`src/design/assert_macros.svh`:
```
// assertion helpers used by the report builder design file
`ifndef ASSERT_MACROS_SVH
`define ASSERT_MACROS_SVH

// same-cycle implication
`define ASSERT_SAME(lbl, clk_s, rstn_s, ante, cons) \
	lbl: assert property (@(posedge clk_s) disable iff (!rstn_s) (ante) |-> (cons)) \
		else $error("assertion failed");

// next-cycle implication
`define ASSERT_NEXT(lbl, clk_s, rstn_s, ante, cons) \
	lbl: assert property (@(posedge clk_s) disable iff (!rstn_s) (ante) |=> (cons)) \
		else $error("assertion failed");

`endif

```
`src/design/hskrb_pkg.sv`:
```
package hskrb_pkg;

	// sequencer states
	typedef enum logic [1:0] {
		ST_CLEAR,
		ST_IDLE,
		ST_READ
	} hskrb_state_t;

	// modifier codes 0xe0..0xe7 share this upper code part
	localparam logic [4:0] MOD_PREFIX = 5'b11100;

	// boot report always carries six key slots
	localparam int REPORT_SLOTS = 6;

	typedef logic [7:0] key_code_t;

endpackage

```
`src/design/hskrb_ram.sv`:
```
module hskrb_ram #(
	parameter int WIDTH = 1,
	parameter int DEPTH = 256
) (
	input  logic                                  clk,
	input  logic                                  we,
	input  logic [(DEPTH > 1 ? $clog2(DEPTH) : 1)-1:0] waddr,
	input  logic [WIDTH-1:0]                      wdata,
	input  logic                                  re,
	input  logic [(DEPTH > 1 ? $clog2(DEPTH) : 1)-1:0] raddr,
	output logic [WIDTH-1:0]                      rdata
);

	logic [WIDTH-1:0] mem [DEPTH];

	always_ff @(posedge clk) begin
		if (we) begin
			mem[waddr] <= wdata;
		end
		if (re) begin
			rdata <= mem[raddr];
		end
	end

endmodule

```
`src/design/hid_six_key_report_builder_unit.sv`:
```
// usb hid boot keyboard report builder, six key rollover
//
// input channel (in_valid / in_ready) carries one key event word: key_code and
// pressed (1 press, 0 release). output channel (out_valid / out_ready) returns
// one report word per event: send_report, modifier_byte, slot_0..slot_5 and
// slots_used. send_report is high when the event changed the report.
//
// an accepted word and its pressed-map bit are registered in the lookup stage;
// the report registers load when that word commits. the pressed map lives in a
// single-port-read ram with a registered read, and one event is in flight at a
// time: a new word is taken only once the last one has committed.
//
// reset: slots, modifiers and count clear at once; the pressed map is then
// swept to zero, one code per cycle, while in_ready stays low.
//
// receiver stall: a report word holds on the outputs until taken. one more
// event may be accepted meanwhile; it waits in the lookup stage and commits
// only when the output word is taken, so the report never changes under a
// waiting word.
`include "assert_macros.svh"

module hid_six_key_report_builder_unit #(
	parameter int SLOT_COUNT = 6,
	parameter int CODE_SPACE = 256
) (
	input  logic                   clk,
	input  logic                   arst_n,
	input  logic                   in_valid,
	output logic                   in_ready,
	input  hskrb_pkg::key_code_t   key_code,
	input  logic                   pressed,
	output logic                   out_valid,
	input  logic                   out_ready,
	output logic                   send_report,
	output logic [7:0]             modifier_byte,
	output logic [7:0]             slot_0,
	output logic [7:0]             slot_1,
	output logic [7:0]             slot_2,
	output logic [7:0]             slot_3,
	output logic [7:0]             slot_4,
	output logic [7:0]             slot_5,
	output logic [2:0]             slots_used
);

	import hskrb_pkg::*;

	localparam int AW = $clog2(CODE_SPACE);
	localparam int CW = $clog2(SLOT_COUNT + 1);

	// sequencer
	hskrb_state_t state_q, state_d;
	logic [AW-1:0] clr_q;
	logic          clr_done;
	logic          accept;
	logic          commit;

	// event held in the lookup stage
	key_code_t     key_s1;
	logic          press_s1;
	logic          code_ok_s1;

	// report state
	logic [7:0]    mod_q;
	key_code_t     slot_q [SLOT_COUNT];
	logic [CW-1:0] count_q;
	logic          out_valid_q;
	logic          send_q;

	// pressed map ram
	logic          map_we;
	logic [AW-1:0] map_waddr;
	logic          map_wdata;
	logic          map_hit;

	// update logic
	logic          is_mod;
	logic [7:0]    mod_bit;
	logic          found;
	logic [CW-1:0] match_idx;
	logic [CW-1:0] last_idx;
	logic          changed;
	logic [7:0]    mod_d;
	key_code_t     slot_d [SLOT_COUNT];
	logic [CW-1:0] count_d;
	key_code_t     rpt [REPORT_SLOTS];

	assign accept   = in_valid && in_ready;
	assign clr_done = (clr_q == AW'(CODE_SPACE - 1));

	always_comb begin
		state_d  = state_q;
		in_ready = 1'b0;
		commit   = 1'b0;
		unique case (state_q)
			ST_CLEAR: begin
				if (clr_done) begin
					state_d = ST_IDLE;
				end
			end
			ST_IDLE: begin
				in_ready = 1'b1;
				if (in_valid) begin
					state_d = ST_READ;
				end
			end
			ST_READ: begin
				// commit only once the output word is free or being taken
				if (!out_valid_q || out_ready) begin
					commit  = 1'b1;
					state_d = ST_IDLE;
				end
			end
			default: begin
				state_d = ST_CLEAR;
			end
		endcase
	end

	always_ff @(posedge clk or negedge arst_n) begin
		if (!arst_n) begin
			state_q <= ST_CLEAR;
			clr_q   <= '0;
		end else begin
			state_q <= state_d;
			if (state_q == ST_CLEAR) begin
				clr_q <= clr_q + AW'(1);
			end
		end
	end

	// event capture, code zero and codes beyond the map are no-ops
	always_ff @(posedge clk) begin
		if (accept) begin
			key_s1     <= key_code;
			press_s1   <= pressed;
			code_ok_s1 <= (key_code != '0) && ({1'b0, key_code} < 9'(CODE_SPACE));
		end
	end

	// map write: sweep during clear, else the new pressed state on commit
	always_comb begin
		if (state_q == ST_CLEAR) begin
			map_we    = 1'b1;
			map_waddr = clr_q;
			map_wdata = 1'b0;
		end else begin
			map_we    = commit && code_ok_s1;
			map_waddr = key_s1[AW-1:0];
			map_wdata = press_s1;
		end
	end

	hskrb_ram #(
		.WIDTH(1),
		.DEPTH(CODE_SPACE)
	) u_map (
		.clk  (clk),
		.we   (map_we),
		.waddr(map_waddr),
		.wdata(map_wdata),
		.re   (accept),
		.raddr(key_code[AW-1:0]),
		.rdata(map_hit)
	);

	assign is_mod   = (key_s1[7:3] == MOD_PREFIX);
	assign mod_bit  = 8'(1) << key_s1[2:0];
	assign last_idx = count_q - CW'(1);

	// first slot holding the released code
	always_comb begin
		found     = 1'b0;
		match_idx = '0;
		for (int i = 0; i < SLOT_COUNT; i++) begin
			if (!found && (CW'(i) < count_q) && (slot_q[i] == key_s1)) begin
				found     = 1'b1;
				match_idx = CW'(i);
			end
		end
	end

	// next report state
	always_comb begin
		changed = 1'b0;
		mod_d   = mod_q;
		count_d = count_q;
		for (int i = 0; i < SLOT_COUNT; i++) begin
			slot_d[i] = slot_q[i];
		end
		if (code_ok_s1) begin
			if (press_s1 && !map_hit) begin
				if (is_mod) begin
					mod_d   = mod_q | mod_bit;
					changed = 1'b1;
				end else if (count_q < CW'(SLOT_COUNT)) begin
					for (int i = 0; i < SLOT_COUNT; i++) begin
						if (count_q == CW'(i)) begin
							slot_d[i] = key_s1;
						end
					end
					count_d = count_q + CW'(1);
					changed = 1'b1;
				end
			end else if (!press_s1 && map_hit) begin
				if (is_mod) begin
					mod_d   = mod_q & ~mod_bit;
					changed = 1'b1;
				end else if (found) begin
					// last occupied slot moves into the hole, then empties
					for (int i = 0; i < SLOT_COUNT; i++) begin
						if (last_idx == CW'(i)) begin
							slot_d[i] = '0;
						end else if (match_idx == CW'(i)) begin
							slot_d[i] = slot_q[last_idx[$clog2(SLOT_COUNT > 1 ? SLOT_COUNT : 2)-1:0]];
						end
					end
					count_d = last_idx;
					changed = 1'b1;
				end
			end
		end
	end

	always_ff @(posedge clk or negedge arst_n) begin
		if (!arst_n) begin
			mod_q       <= '0;
			count_q     <= '0;
			out_valid_q <= 1'b0;
			send_q      <= 1'b0;
			for (int i = 0; i < SLOT_COUNT; i++) begin
				slot_q[i] <= '0;
			end
		end else begin
			if (commit) begin
				mod_q       <= mod_d;
				count_q     <= count_d;
				send_q      <= changed;
				out_valid_q <= 1'b1;
				for (int i = 0; i < SLOT_COUNT; i++) begin
					slot_q[i] <= slot_d[i];
				end
			end else if (out_ready) begin
				out_valid_q <= 1'b0;
			end
		end
	end

	// report slots, missing ones read as empty
	for (genvar j = 0; j < REPORT_SLOTS; j++) begin : g_rpt
		if (j < SLOT_COUNT) begin : g_slot
			assign rpt[j] = slot_q[j];
		end else begin : g_empty
			assign rpt[j] = '0;
		end
	end

	assign out_valid     = out_valid_q;
	assign send_report   = send_q;
	assign modifier_byte = mod_q;
	assign slot_0        = rpt[0];
	assign slot_1        = rpt[1];
	assign slot_2        = rpt[2];
	assign slot_3        = rpt[3];
	assign slot_4        = rpt[4];
	assign slot_5        = rpt[5];
	assign slots_used    = 3'(count_q);

	`ASSERT_SAME(a_count_range, clk, arst_n, 1'b1, count_q <= CW'(SLOT_COUNT))
	`ASSERT_NEXT(a_commit_shows, clk, arst_n, commit, out_valid_q && (state_q == ST_IDLE))
	`ASSERT_NEXT(a_quiet_no_change, clk, arst_n, commit && !changed,
		$stable(mod_q) && $stable(count_q) && !send_q)
	`ASSERT_SAME(a_report_holds, clk, arst_n, out_valid_q && !out_ready && !commit,
		state_d != ST_CLEAR)

endmodule

```
`config.mk`:
```
export PLATFORM = sky130hd
export DESIGN_NAME = hid_six_key_report_builder_unit
export DESIGN_NICKNAME = d
export VERILOG_FILES = /design/src/design/hskrb_pkg.sv /design/src/design/hskrb_ram.sv /design/src/design/hid_six_key_report_builder_unit.sv
export VERILOG_INCLUDE_DIRS = /design/src /design/src/design
export SDC_FILE = /design/constraint.sdc
export NUM_CORES = 1
export LEC_CHECK = 0
export BUFFER_PORTS_ARGS = -buffer_cell sky130_fd_sc_hd__buf_2
export CAP_MARGIN = 25
export CORE_AREA = 2 2 235 237
export DETAILED_ROUTE_END_ITERATION = 8
export DIE_AREA = 0 0 237 239
export PLACE_DENSITY_LB_ADDON = 0.1
export SETUP_SLACK_MARGIN = 0.15
export SLEW_MARGIN = 20
export SYNTH_ARGS = -nofsm -noshare
export SYNTH_HDL_FRONTEND = slang
export SYNTH_SLANG_ARGS = --single-unit
```
`constraint.sdc`:
```
create_clock -name clk -period 8.82 [get_ports clk]
set_clock_uncertainty 0.05 [all_clocks]
set_input_delay 1.323 -clock clk [delete_from_list [all_inputs] [get_ports clk]]
set_output_delay 1.323 -clock clk [all_outputs]
set_load 0.02 [all_outputs]
```
# [Yosys cells after proc, flatten, opt, wreduce, memory -nomap -nowiden]
# Memory sizes are Yosys's and may differ from the RTL's. A register that Yosys moved wholly into a read port is not among the register bits.
# Index checks and enable logic that the tools add are counted.
[classes] n_bitwise=4 reduce_logical=47 order_cmp=8 n_eq_ne=39 addsub=3 mux=69 shift=1
[op_table] operator="two-way mux 48 bit" n=6
[op_table] operator="two-way mux 8 bit" n=25
[op_table] operator="AND reduction 9 bit" n=6
[op_table] operator="== test 8 bit" n=6
[op_table] operator="two-way mux 3 bit" n=10
[op_table] operator="binary-select mux 8 bit (select 3 bit)" n=1
[op_table] operator="two-way mux 1 bit" n=23
[op_table] operator="== test 3 x 2 -> 1 bit (second input constant)" n=6
[op_table] operator="== test 3 bit (second input constant)" n=6
[op_table] operator="nonzero test 3 bit" n=6
[op_table] operator="logical AND 1 bit" n=15
[op_table] operator="!= test 2 x 1 -> 1 bit (second input constant)" n=7
[op_table] operator="!= test 2 bit (second input constant)" n=7
[op_table] operator="== test 3 x 1 -> 1 bit (second input constant)" n=3
[op_table] operator="logical NOT 3 bit" n=3
[op_table] operator="adder 8 x 1 -> 8 bit (second input constant)" n=1
[op_table] operator="bitwise AND 8 bit" n=1
[op_table] operator="== test 8 bit (second input constant)" n=1
[op_table] operator="logical NOT 1 bit" n=8
[op_table] operator="NOT 8 bit" n=1
[op_table] operator="OR 8 bit" n=1
[op_table] operator="nonzero test 8 bit" n=1
[op_table] operator="<< shifter 1 x 3 -> 8 bit (first input constant)" n=1
[op_table] operator="AND reduction 7 bit" n=1
[op_table] operator="other kinds (18)" n=25
[totals] word_cells=187 memories=1 ram_bits=256 input_bits=13 out_inout_bits=62 register_bits=81
[memory_table] name="u_map.mem" words=256 width=1 read_ports=1 rd_ports_with_merged_regs=1 write_ports=1 line="hskrb_ram.sv:14" rtl="logic [WIDTH-1:0] mem [DEPTH];"

# [Longest topological paths before layout]
# Gate-level depths: netlist (run 1).
[logic_depth] word_depth=30 mapped_depth=10 ltp_nobuf=9

# [Hierarchy]
# A second synthesis (run 1) with hierarchy kept.
[unflattened] hier_cells=1239 hier_area_um2=16105.4
[by_module_without_submodules] module="hskrb_ram" area_per_inst_um2=11138.2 instances=1 seq_area_each_um2=7717.4 cells_each=788
[by_module_without_submodules] module="hid_six_key_report_builder_unit" area_per_inst_um2=4967.3 instances=1 seq_area_each_um2=2077.0 cells_each=451

# [Worst setup path after synthesis (run 1)]
# No wires, ideal clock.
[synth_timing] path_type="register to register" startpoint="register state_q[1]" endpoint="memory u_map.mem[0] (data pin)" arrival_ns=6.562 slack_ns=0.815 n_path_buf=1 period_less_slack_ns=8.005 required_ns=7.377 stages_incl_launch_ff=4 setup_time_ns=1.393 cell_sequence="dfrtp_1 -> nor2_1 -> clkbuf_1 -> nor2_1"
[synth_via] elab_chain_cells=2
[synth_lines] item="start: declaration" line="hid_six_key_report_builder_unit.sv:51" rtl="hskrb_state_t state_q, state_d;"
[synth_lines] item="start signal: assignment" line="hid_six_key_report_builder_unit.sv:124" rtl="state_q <= state_d;"
[synth_lines] item="logical NOT 2 bit" line="hid_six_key_report_builder_unit.sv:142" rtl="if (state_q == ST_CLEAR) begin"
[synth_lines] item="two-way mux 1 bit" line="hid_six_key_report_builder_unit.sv:142"
[synth_lines] item="via map_wdata" line="hid_six_key_report_builder_unit.sv:72" rtl="logic map_wdata;"
[synth_lines] item="end: declaration" line="hskrb_ram.sv:14"
# The timed path passes the listed nets, and every way through them passes these cells.

==> results of run 1 <==
[metrics by stage]
step                setup slack (ps)  instances
finish                          4760       2056
floorplan                        815       1260
global placement                4010       1974
detailed placement              4060       1980
CTS                             4680       2056
global route                    4530       2056
[final cells by class]
class                      instances  area, um2  area share
clock buffer                      52       1090      0.0586
clock inverter                    24        163     0.00876
inverter                          15       56.3     0.00303
multi-input combinational        824       5940       0.320
sequential                       338       9790       0.528
tap                              704        881      0.0475
timing repair buffer              99        639      0.0344
[metal layers]
metal | share of wire | global-route usage | vias up
met3 | 0.044 | 0.0268 | 80
li1 | - | - | 4737
met5 | 0 | 0 | -
met4 | 0.028 | 0.0646 | 0
met2 | 0.49 | 0.298 | 253
met1 | 0.44 | 0.235 | 5602
[where the power goes]
part	total [mW]	leakage, nW	internal [mW]	switching, mW
combinational	0.999	2.55	0.252	0.747
sequential	1.92	3.44	1.83	0.0869
clock	1.61	0.608	0.905	0.701
[cell families (layout without fill, tap and decap cells)]
family / after synthesis / count (layout) / share of synthesized area
and+or+nand+nor: 463 / 463 / 0.124
muxes: 156 / 156 / 0.149
adders and majority gates: 9 / 9 / 0.00698
AOI/OAI and AO/OA: 137 / 137 / 0.0557
DFF: 338 / 338 / 0.607
xor gates and xnor gates: 59 / 59 / 0.0320
buffers and inverters: 98 / 190 / 0.0250
[cells in the mapped netlist, drive strengths merged (2+ instances only)]
master	count	area [um2]
a31oi	3	18.8
ha	9	113
or3	8	50.1
xnor2	39	342
buf	25	129
or4	2	15.0
nand3	20	100
a21o	6	45.0
a22oi	11	82.6
a21oi	16	80.1
o21ai	60	300
o211ai	2	15.0
nand3b	13	110
a221oi	3	43.8
mux4	61	1370
xor2	20	175
nand2	72	270
o31ai	6	58.8
a311oi	3	26.3
nor3	12	60.1
dfrtp	71	1780
or2	2	12.5
mux2	57	642
nand2b	9	56.3
a211o	2	17.5
o221ai	5	43.8
inv	14	52.6
mux2i	38	380
nand4	11	68.8
a211oi	5	47.5
edfxtp	267	8020
a2111oi	4	35.0
nor4	6	37.5
nor2	290	1090
nor2b	7	43.8
o22ai	5	31.3
and3	5	31.3
clkbuf	58	218
[how the worst max path moves through the flow]
stage	end	cells past startpoint
finish	u_map.rdata	8
global route	u_map.rdata	8
CTS	u_map.rdata	8
detailed placement	u_map.rdata	8
global placement	u_map.rdata	8
floorplan	u_map.mem[0]	3
[sequential cells by signal, indices dropped and copies added (netlist names), named ones only]
| register | flops |
|---|---|
| clr_q | 8 |
| code_ok_s1 | 1 |
| key_s1 | 8 |
| out_valid | 1 |
| press_s1 | 1 |
| send_report | 1 |
| slot_0 | 8 |
| slot_1 | 8 |
| slot_2 | 8 |
| slot_3 | 8 |
| slot_4 | 8 |
| slot_5 | 8 |
| slots_used | 3 |
| state_q | 2 |
| u_map.mem | 256 |
| u_map.rdata | 1 |
==> run summary, run 1 <==
Setup repair after global routing left no endpoint under its margin. The count of clock tree sinks came out at 338. The number of cells on the worst hold path is 1, and the first-pass GRT wire length is 73.9 mm.

The number of max-cap violations is 0. The cell area that synthesis handed to floorplanning was 0.0161 mm2. The logs give 0 for the max-slew violation count and 60 for the count of distinct cell types in the synthesized netlist. The final layout contains 1,341 nets. The final critical-path share of the clock period works out to 0.460. Most common cell after layout, fill and taps aside: nor2_1.

The synthesized design contains 267 enable-type register cells. During synthesis, Yosys emitted a total of 0 warnings. Traced cell by cell, the critical path runs through buf_4, buf_4, mux4_2, a22oi_1, nand4_1, and3_1, nor4_1, o32ai_1. The tools report the startpoint of the worst-slack reg-to-reg timing path as slots_used[0]. The number of design rule violations left after detail routing is 0. The full die area came out at 0.0566 mm2. The number of cells on the worst reg-to-reg path is 9.

In the synthesized netlist the dominant register cell turns out to be edfxtp_1. Data arrives at the worst endpoint at 4310 ps. In this run, the number of DRC markers left after iteration 0 of detailed routing was 883.

Once the clock tree was built, the resizer swapped 0 gates to a different size. The number of setup violations in the final report came out at 0. The initial core utilization was 0.297. Tracing the worst setup path back leads to its startpoint at key_code[0]. The initial antenna violation count was 0; the detailed-route vias per instance was 5.19. The tree is rooted in a clkbuf_16. Detailed routing inserted a total of 10,700 vias. The worst setup path is captured at a flip-flop.

The tightest min-delay check is of the reg -> reg type. The detail route stage leaves a number of antenna-violating nets equal to 0. The run finished with clean final reports. At the pin with the least slew margin, the transition time is 1040 ps.

The CTS buffer count came out at 41. The end-of-flow core utilization is 0.342. The count of buffer and inverter cells on the critical path came out at 2.

TritonCTS built the clock tree. At the later pin of the worst-skew pair, clock insertion delay measures 570 ps. The synthesized design contains 338 register bits. Summing all non-filler instances in the final layout gives an area of 0.0186 mm2. The tools report the pin count of the biggest net entering global routing as 109. The area of the core region came out at 0.0543 mm2.

By instance count, the cell type seen most on the critical path is buf_4. Power spread over the standard cell area amounts to 244 mW/mm2. The slowest stage cell on the critical path is buf_4. In this run the horizontal extent of the chip is 237 um. Summing internal, switching and leakage power gives 4.53 mW. In the final routed layout, each cell accounts on average for 24.4 um. Buffers inserted to repair hold after CTS numbered 0. The H-tree generated during clock tree synthesis spans 2 levels. For the number of antenna cells inserted, the log shows 0. The longest clock path from root to sink contains 3 buffers.

Critical path launch point type: an input port. Summed over all layers, the global routing overflow is 0. For the final routed database, the setup TNS stands at 0 ps. In this run the critical register-to-register path is captured at slot_3[4]. The top cell types in the final layout, fill and taps aside, are nor2_1, edfxtp_1, nand2_1, dfrtp_1, buf_2. Clock-pin slew of the registers on the worst-case setup and hold paths: 60 ps. Counting the fill cells in the layout gives 5,417. Before antenna repair, the detailed router went through 6 iterations. The worst-case headroom to the max-slew limit came out at 0.304.

The share of post-route cells with drive strength above 1 works out to 0.209. The run gives 4840 ps as the slack of the worst reg-to-reg path. The setup path with the least slack is of type in -> reg.

The delay of the slowest cell on the worst path came out at 620 ps. The logs give 6.60 nW for the static leakage power and 0 for the post-CTS setup-driven buffer insertion count. Data on the critical path is required at its endpoint by 9080 ps. The async set or reset register ratio after synthesis was 0.210; the share of synthesized area occupied by flip-flops and latches was 0.607.

The logs give 0.178 for the overall routing resource usage and 0.766 for the placer congestion estimate. Height of the die: 239 um. Buffers placed on the I/O ports in this run total 74.

Along the worst path, the maximum fanout reaches 37. The via count of the first global-routing pass is 10,700. The logs give 75 for the number of top-level pins and 0 for the final hold violation count. On the final layout, the worst hold slack is 448 ps. The kind of cell with the highest combined delay along the critical path is buffers and inverters. Once placement finished, the instance area stood at 0.0173 mm2.

The sum of routed wire length over all layers was 50.1 mm; the average instance area after synthesis was 12.8 um2. The maximum vdd ir drop was 0.123 mV; the cell count after synthesis was 1,260. After legalization and detailed placement, the total HPWL measured 30.9 mm.

The maximum operating frequency was 247 MHz. Counting every net in the synthesized netlist gives 1,282. Compared with the post-synthesis result, the final layout area differs by 15.1%. The routed design could run at a clock period as short as 4060 ps. Number of placement rows: 86.
No activity file was read; power rests on OpenSTA's default activity.
==> inputs of run 2 (changes only) <==
clock period = 4.02 ns   (was 8.82 ns; I/O delays follow)
==> run summary, run 2 (synthesis gave the netlist of run 1 again) <==
The flow ran to the end, and the final reports show no timing, DRC or antenna violations. The first global-routing pass estimated 75.5 mm of wire. The area growth from synthesis to final layout was 16.5%; the total via count after detailed routing was 10,600. The final total power is 10.1 mW, and the initial core utilization is 0.297. The run gives 4020 ps as the data arrival time of the worst path. The final critical-path share of the clock period is 0.902. The full die area is 0.0566 mm2. Count of hold-fix buffers inserted at cts: 0. The worst setup path is captured at a flip-flop.

Measured along the y axis, the die boundary spans 239 um. The end-of-flow core utilization came out at 0.346. In this run the deepest clock path goes through 3 buffers. Count of buffer and inverter cells on the critical path: 2.

The critical path startpoint was u_map.rdata. Among all stages on the critical path, the largest delay is contributed by nor4b_1. Number of port buffers: 74. In this run, post-CTS repair resized a total of 0 instances. Dividing the detail-routed via count by the number of cells gives 5.10. Final hold violation count: 0. The critical path goes through inv_1, ha_1, nor2_1, or4_1, nor4b_1, o31ai_4, a211oi_2, buf_4, mux2_2. The share of post-route cells with drive strength above 1 was 0.223.

Setup repair after global routing left no endpoint under its margin. The total cell area at the placement stage is 0.0175 mm2, and the number of placement rows is 86. Setup violations remaining at the end of the flow were counted as 0. After clock tree synthesis, the clock-pin slew on the worst setup and hold paths is 60 ps. The run gives 4 as the count of TritonRoute iterations in the first routing pass. The register with the highest flop count is u_map.mem. The critical path start-end classification was reg -> reg. The logs give 0.183 for the overall routing resource usage and 4420 ps for the data required time at the worst endpoint. Max-slew violation count: 0. The startpoint of the worst-slack reg-to-reg timing path was u_map.rdata. Once the clock tree was built, the setup fixing pass inserted 0 buffers. In the final routing, the length of wire on met1 measures 23.2 mm.

The areal power density over the cells works out to 539 mW/mm2. The clock reaches the later pin of the worst-skew pair after 570 ps. In the detailed route, the total length drawn on met2 is 24.7 mm. For the CTS buffer count, the log shows 41. Detailed routing placed a total of 2.21 mm of wire on met3. The run gives 75 as the number of top-level pins.

The top cell types in the final layout, fill and taps aside, are nor2_1, edfxtp_1, nand2_1, dfrtp_1, buf_2. For the via count of the first global-routing pass, the log shows 10,800. After layout, the minimum clock period comes to 3630 ps. The flip-flop count of the largest register, all copies and words added works out to 256. Entering global routing, the biggest net connects 82 pins. At the end of the flow, the number of nets in the layout was 1,368. The kind of cell adding the most delay to the critical path is simple AND/OR/NAND/NOR gates.

For this design, the sink count on the clock tree is 338. Timing analysis after detailed placement gives a worst setup slack of 432 ps. For this block, the routed nets add up to 51.2 mm of wire.

The first routing iteration left 732 violations. The post-DP HPWL is 31.5 mm, and the number of antenna cells inserted is 0. The run gives 1 as the initial antenna violation count. For the number of max-cap violations, the log shows 0. The setup slack after layout came out at 395 ps. TritonCTS built the clock tree. Slew at the pin closest to its max-slew limit: 960 ps. Signal routing reaches up to met4.

On the worst path, the slowest cell contributes a delay of 660 ps. Post-detailed-route count of antenna-violating nets: 0. Worst-case headroom to the max-slew limit: 0.359. In this run the static leakage power is 6.75 nW.

In this run the horizontal extent of the chip is 237 um. Summing all non-filler instances in the final layout gives an area of 0.0188 mm2. For this run, design rule violations remaining after detail routing come to 0. Most common cell after layout, fill and taps aside: nor2_1.

Static timing analysis puts the maximum clock frequency at 276 MHz. Dividing the detail-routed wire length by the instance count gives 24.6 um. The placer congestion estimate was 0.833. Across the VDD grid, the largest voltage drop is 0.299 mV. Setup total negative slack on the finished layout was measured at 0 ps. Along the worst path, the maximum fanout reaches 10.

The tools report the root buffer cell as clkbuf_16. The critical path launch point type is a flip-flop. Number of levels in the clock H-tree: 2. For this run the aggregate overflow at the end of global routing stands at 0.

The core region is 0.0543 mm2. The min-delay analysis places its worst path in the category in -> async.
==> run 2: power breakdown <==
part	switching, mW	total, mW	internal (mW)
sequential	0.150	4.17	4.02
clock	1.51	3.65	2.14
combinational	1.71	2.30	0.596
==> run 2: layout make-up <==
| type | instances | area (um2) |
|---|---|---|
| clock buffers | 49 | 1100 |
| multi-input cells | 824 | 5930 |
| repair buffers | 126 | 818 |
| fillers | 5379 | 35600 |
| well taps | 704 | 881 |
| clock inverters | 26 | 199 |
| inverters | 15 | 56.3 |
| flip-flops and latches | 338 | 9790 |
==> run 2: path summary, 6_finish.rpt <==
check | endpoint | slack, ps | cells after the start
setup reg to reg | slot_2[4] | 390 | 9
max in group asynchronous | slot_0[4] | 3040 | 2
hold / removal | clr_q[0] | 60 | 1
setup / recovery | slot_2[4] | 390 | 9
hold reg to reg | flip-flop | 450 | 1
min in group clk | press_s1 | 180 | 1
==> run 2: worst reg2reg max path: stages, from the launching register on <==
cell and delay, ps:
edfxtp_1 420, inv_1 60, ha_1 330, nor2_1 270, or4_1 200, nor4b_1 660
o31ai_4 330, a211oi_2 570, buf_4 280, mux2_2 340
==> run 2: metal layers <==
layer  vias to the layer above  GRT usage
li1                       4790          -
met1                      5523      0.246
met2                       242      0.305
met3                        70     0.0312
met4                         0     0.0458
met5                         -          0
==> run 2: stage by stage <==
stage	hold WS [ps]	cells
floorplan	257	1260
detailed placement	434	2007
global placement	439	2007
finish	56.0	2082
CTS	45.6	2082
global route	83.9	2082
==> inputs of run 3 (changes only) <==
GPL_ROUTABILITY_DRIVEN = 0   (was unset)
PLACE_DENSITY = 0.45   (was unset)
PLACE_DENSITY_LB_ADDON = unset   (was 0.1)
==> run summary, run 3 (synthesis gave the netlist of run 1 again) <==
The flow ran to the end, and the final reports show no timing, DRC or antenna violations. The number of nets in the finished design came out at 1,366. For the post-CTS setup-driven buffer insertion count, the log shows 0. Hold repair after CTS inserted 0 buffers. Across all layers, the routed design uses 10,700 vias.

CTS built an H-tree with a depth of 2. The max-slew violation count is 0. The tools report the worst-skew pair later-pin latency as 580 ps. Once placement completed, the tool counted placed cells totaling 2,003.

The most critical setup path has its startpoint at key_s1[0]. The run gives 0.0543 mm2 as the area of the core region. The root buffer cell is clkbuf_16. The startpoint of the worst-slack reg-to-reg timing path was key_s1[0].

The finished cells cover 0.0187 mm2. The height of the die works out to 239 um. Of all nets on the critical path, the largest fanout is 13. The share of post-route cells with drive strength above 1 came out at 0.221. The path category of the worst min-delay check was in -> reg.

The worst path needs 3400 ps of the cycle, external delays included. The longest clock path from root to sink contains 3 buffers. The initial core utilization is 0.297, and the data arrival time of the worst path is 3800 ps.

In the final timing run, aggregate negative setup slack is 0 ps. The run gives 2,079 as the filler-free cell count of the finished design. Entering global routing, the biggest net connects 257 pins.

Setup violations remaining at the end of the flow were counted as 0. The initial antenna violation count came out at 0. The type of element capturing the critical path is a flip-flop.

The logs give 0.284 for the worst-case headroom to the max-slew limit and 0 for the number of max-cap violations. The most common cell after layout, fill and taps aside was nor2_1. The post-detailed-route count of antenna-violating nets came out at 0. Overall power consumption after layout is estimated at 9.98 mW.

u_map.mem holds more flip-flops than any other register. The critical path is of the reg -> reg type. The tools report the end of the worst register-to-register path as slot_2[7]. The final critical-path share of the clock period came out at 0.845. For the number of antenna cells inserted, the log shows 0.

The most critical setup path has its endpoint at slot_2[7]. The number of port buffers is 74. The via count of the first global-routing pass was 10,900; the slack of the worst reg-to-reg path was 620 ps. Hold is met by 167 ps. The number of placement rows is 86. The number of design rule violations left after detail routing is 0, and the detailed-route vias per instance is 5.17. The clock-pin slew of the registers on the worst-case setup and hold paths is 60 ps.

Gates resized during post-CTS repair numbered 0. The logs give 0.178 for the overall routing resource usage and 0 for the final hold violation count. The number of top-level pins came out at 75. For the full die area, the log shows 0.0566 mm2.

Clock tree synthesis inserted a total of 41 buffers. The maximum vdd ir drop was 0.255 mV. Pre-CTS setup slack: 551 ps.

The flip-flop count of the largest register, all copies and words added is 256, and the setup slack after layout is 622 ps. Beginning of the worst hold path: pressed. At the pin with the least slew margin, the transition time is 1070 ps.

Summed over all cells, the static leakage comes to 6.71 nW. The wire-length estimate of the detail-placed layout is 30.8 mm. For the maximum operating frequency, the log shows 294 MHz.

Setup repair after global routing left no endpoint under its margin. The tree built by TritonCTS fans out to 338 sinks. The number of cells on the worst reg-to-reg path was 7. The data required time at the worst endpoint is 4420 ps, and the areal power density over the cells is 533 mW/mm2. TritonCTS built the clock tree. After detailed routing, the total wire length is 50.2 mm.

The total cell area at the placement stage was 0.0174 mm2; the remaining global-route overflow was 0. The count of TritonRoute iterations in the first routing pass was 5. The top cell types in the final layout, fill and taps aside, are nor2_1, edfxtp_1, nand2_1, dfrtp_1, buf_2. The routed length per instance was 24.1 um.

The area growth from synthesis to final layout is 16.1%, and the width of the die is 237 um. For the end-of-flow core utilization, the log shows 0.344. Critical path launch point type: a flip-flop.

The first global-routing pass estimated 74.5 mm of wire. In this run, the number of DRC markers left after iteration 0 of detailed routing was 876.
[run 3: cell types whose count changed in the layout (fill, tap and decap cells not counted), sizes merged]
cell	change
dlygate4sd3	+1
clkinv	-2
bufinv	-1
inv	-1
buf	-3
clkbuf	+3
[run 3: final cells by class]
class | instances | area [um2]
Fill cell | 5367 | 35600
Sequential cell | 338 | 9790
Tap cell | 704 | 881
Multi-Input combinational cell | 824 | 5940
Clock inverter | 22 | 176
Clock buffer | 52 | 1070
Timing Repair Buffer | 124 | 801
Inverter | 15 | 56.3
[run 3: worst min path at each step]
stage | endpoint | depth (start not counted)
finish | press_s1 | 1
global route | press_s1 | 1
CTS | clr_q[3] | 1
detailed placement | send_report | 1
global placement | send_report | 1
floorplan | asynchronous set/reset pin | 0
[run 3: layer usage]
layer	up-vias	wire length (um)	global-route usage
met5	-	0	0
met4	0	1150	0.0495
met3	84	2330	0.0285
met2	306	23800	0.292
met1	5571	23000	0.246
li1	4785	-	-
[run 3: where the power goes]
part           leakage [nW]  switching (mW)  internal [mW]
Combinational          2.65            1.71          0.579
Sequential             3.44           0.157           4.03
Clock                 0.613            1.50           2.01
Total                  6.71            3.36           6.62
[run 3: critical path, cell delays in order (launching register included)]
cell	delay [ps]
edfxtp_1	740
xnor2_1	200
nand3_1	100
nor4_1	540
or4b_4	270
o31ai_4	100
a211oi_2	840
mux2_2	420
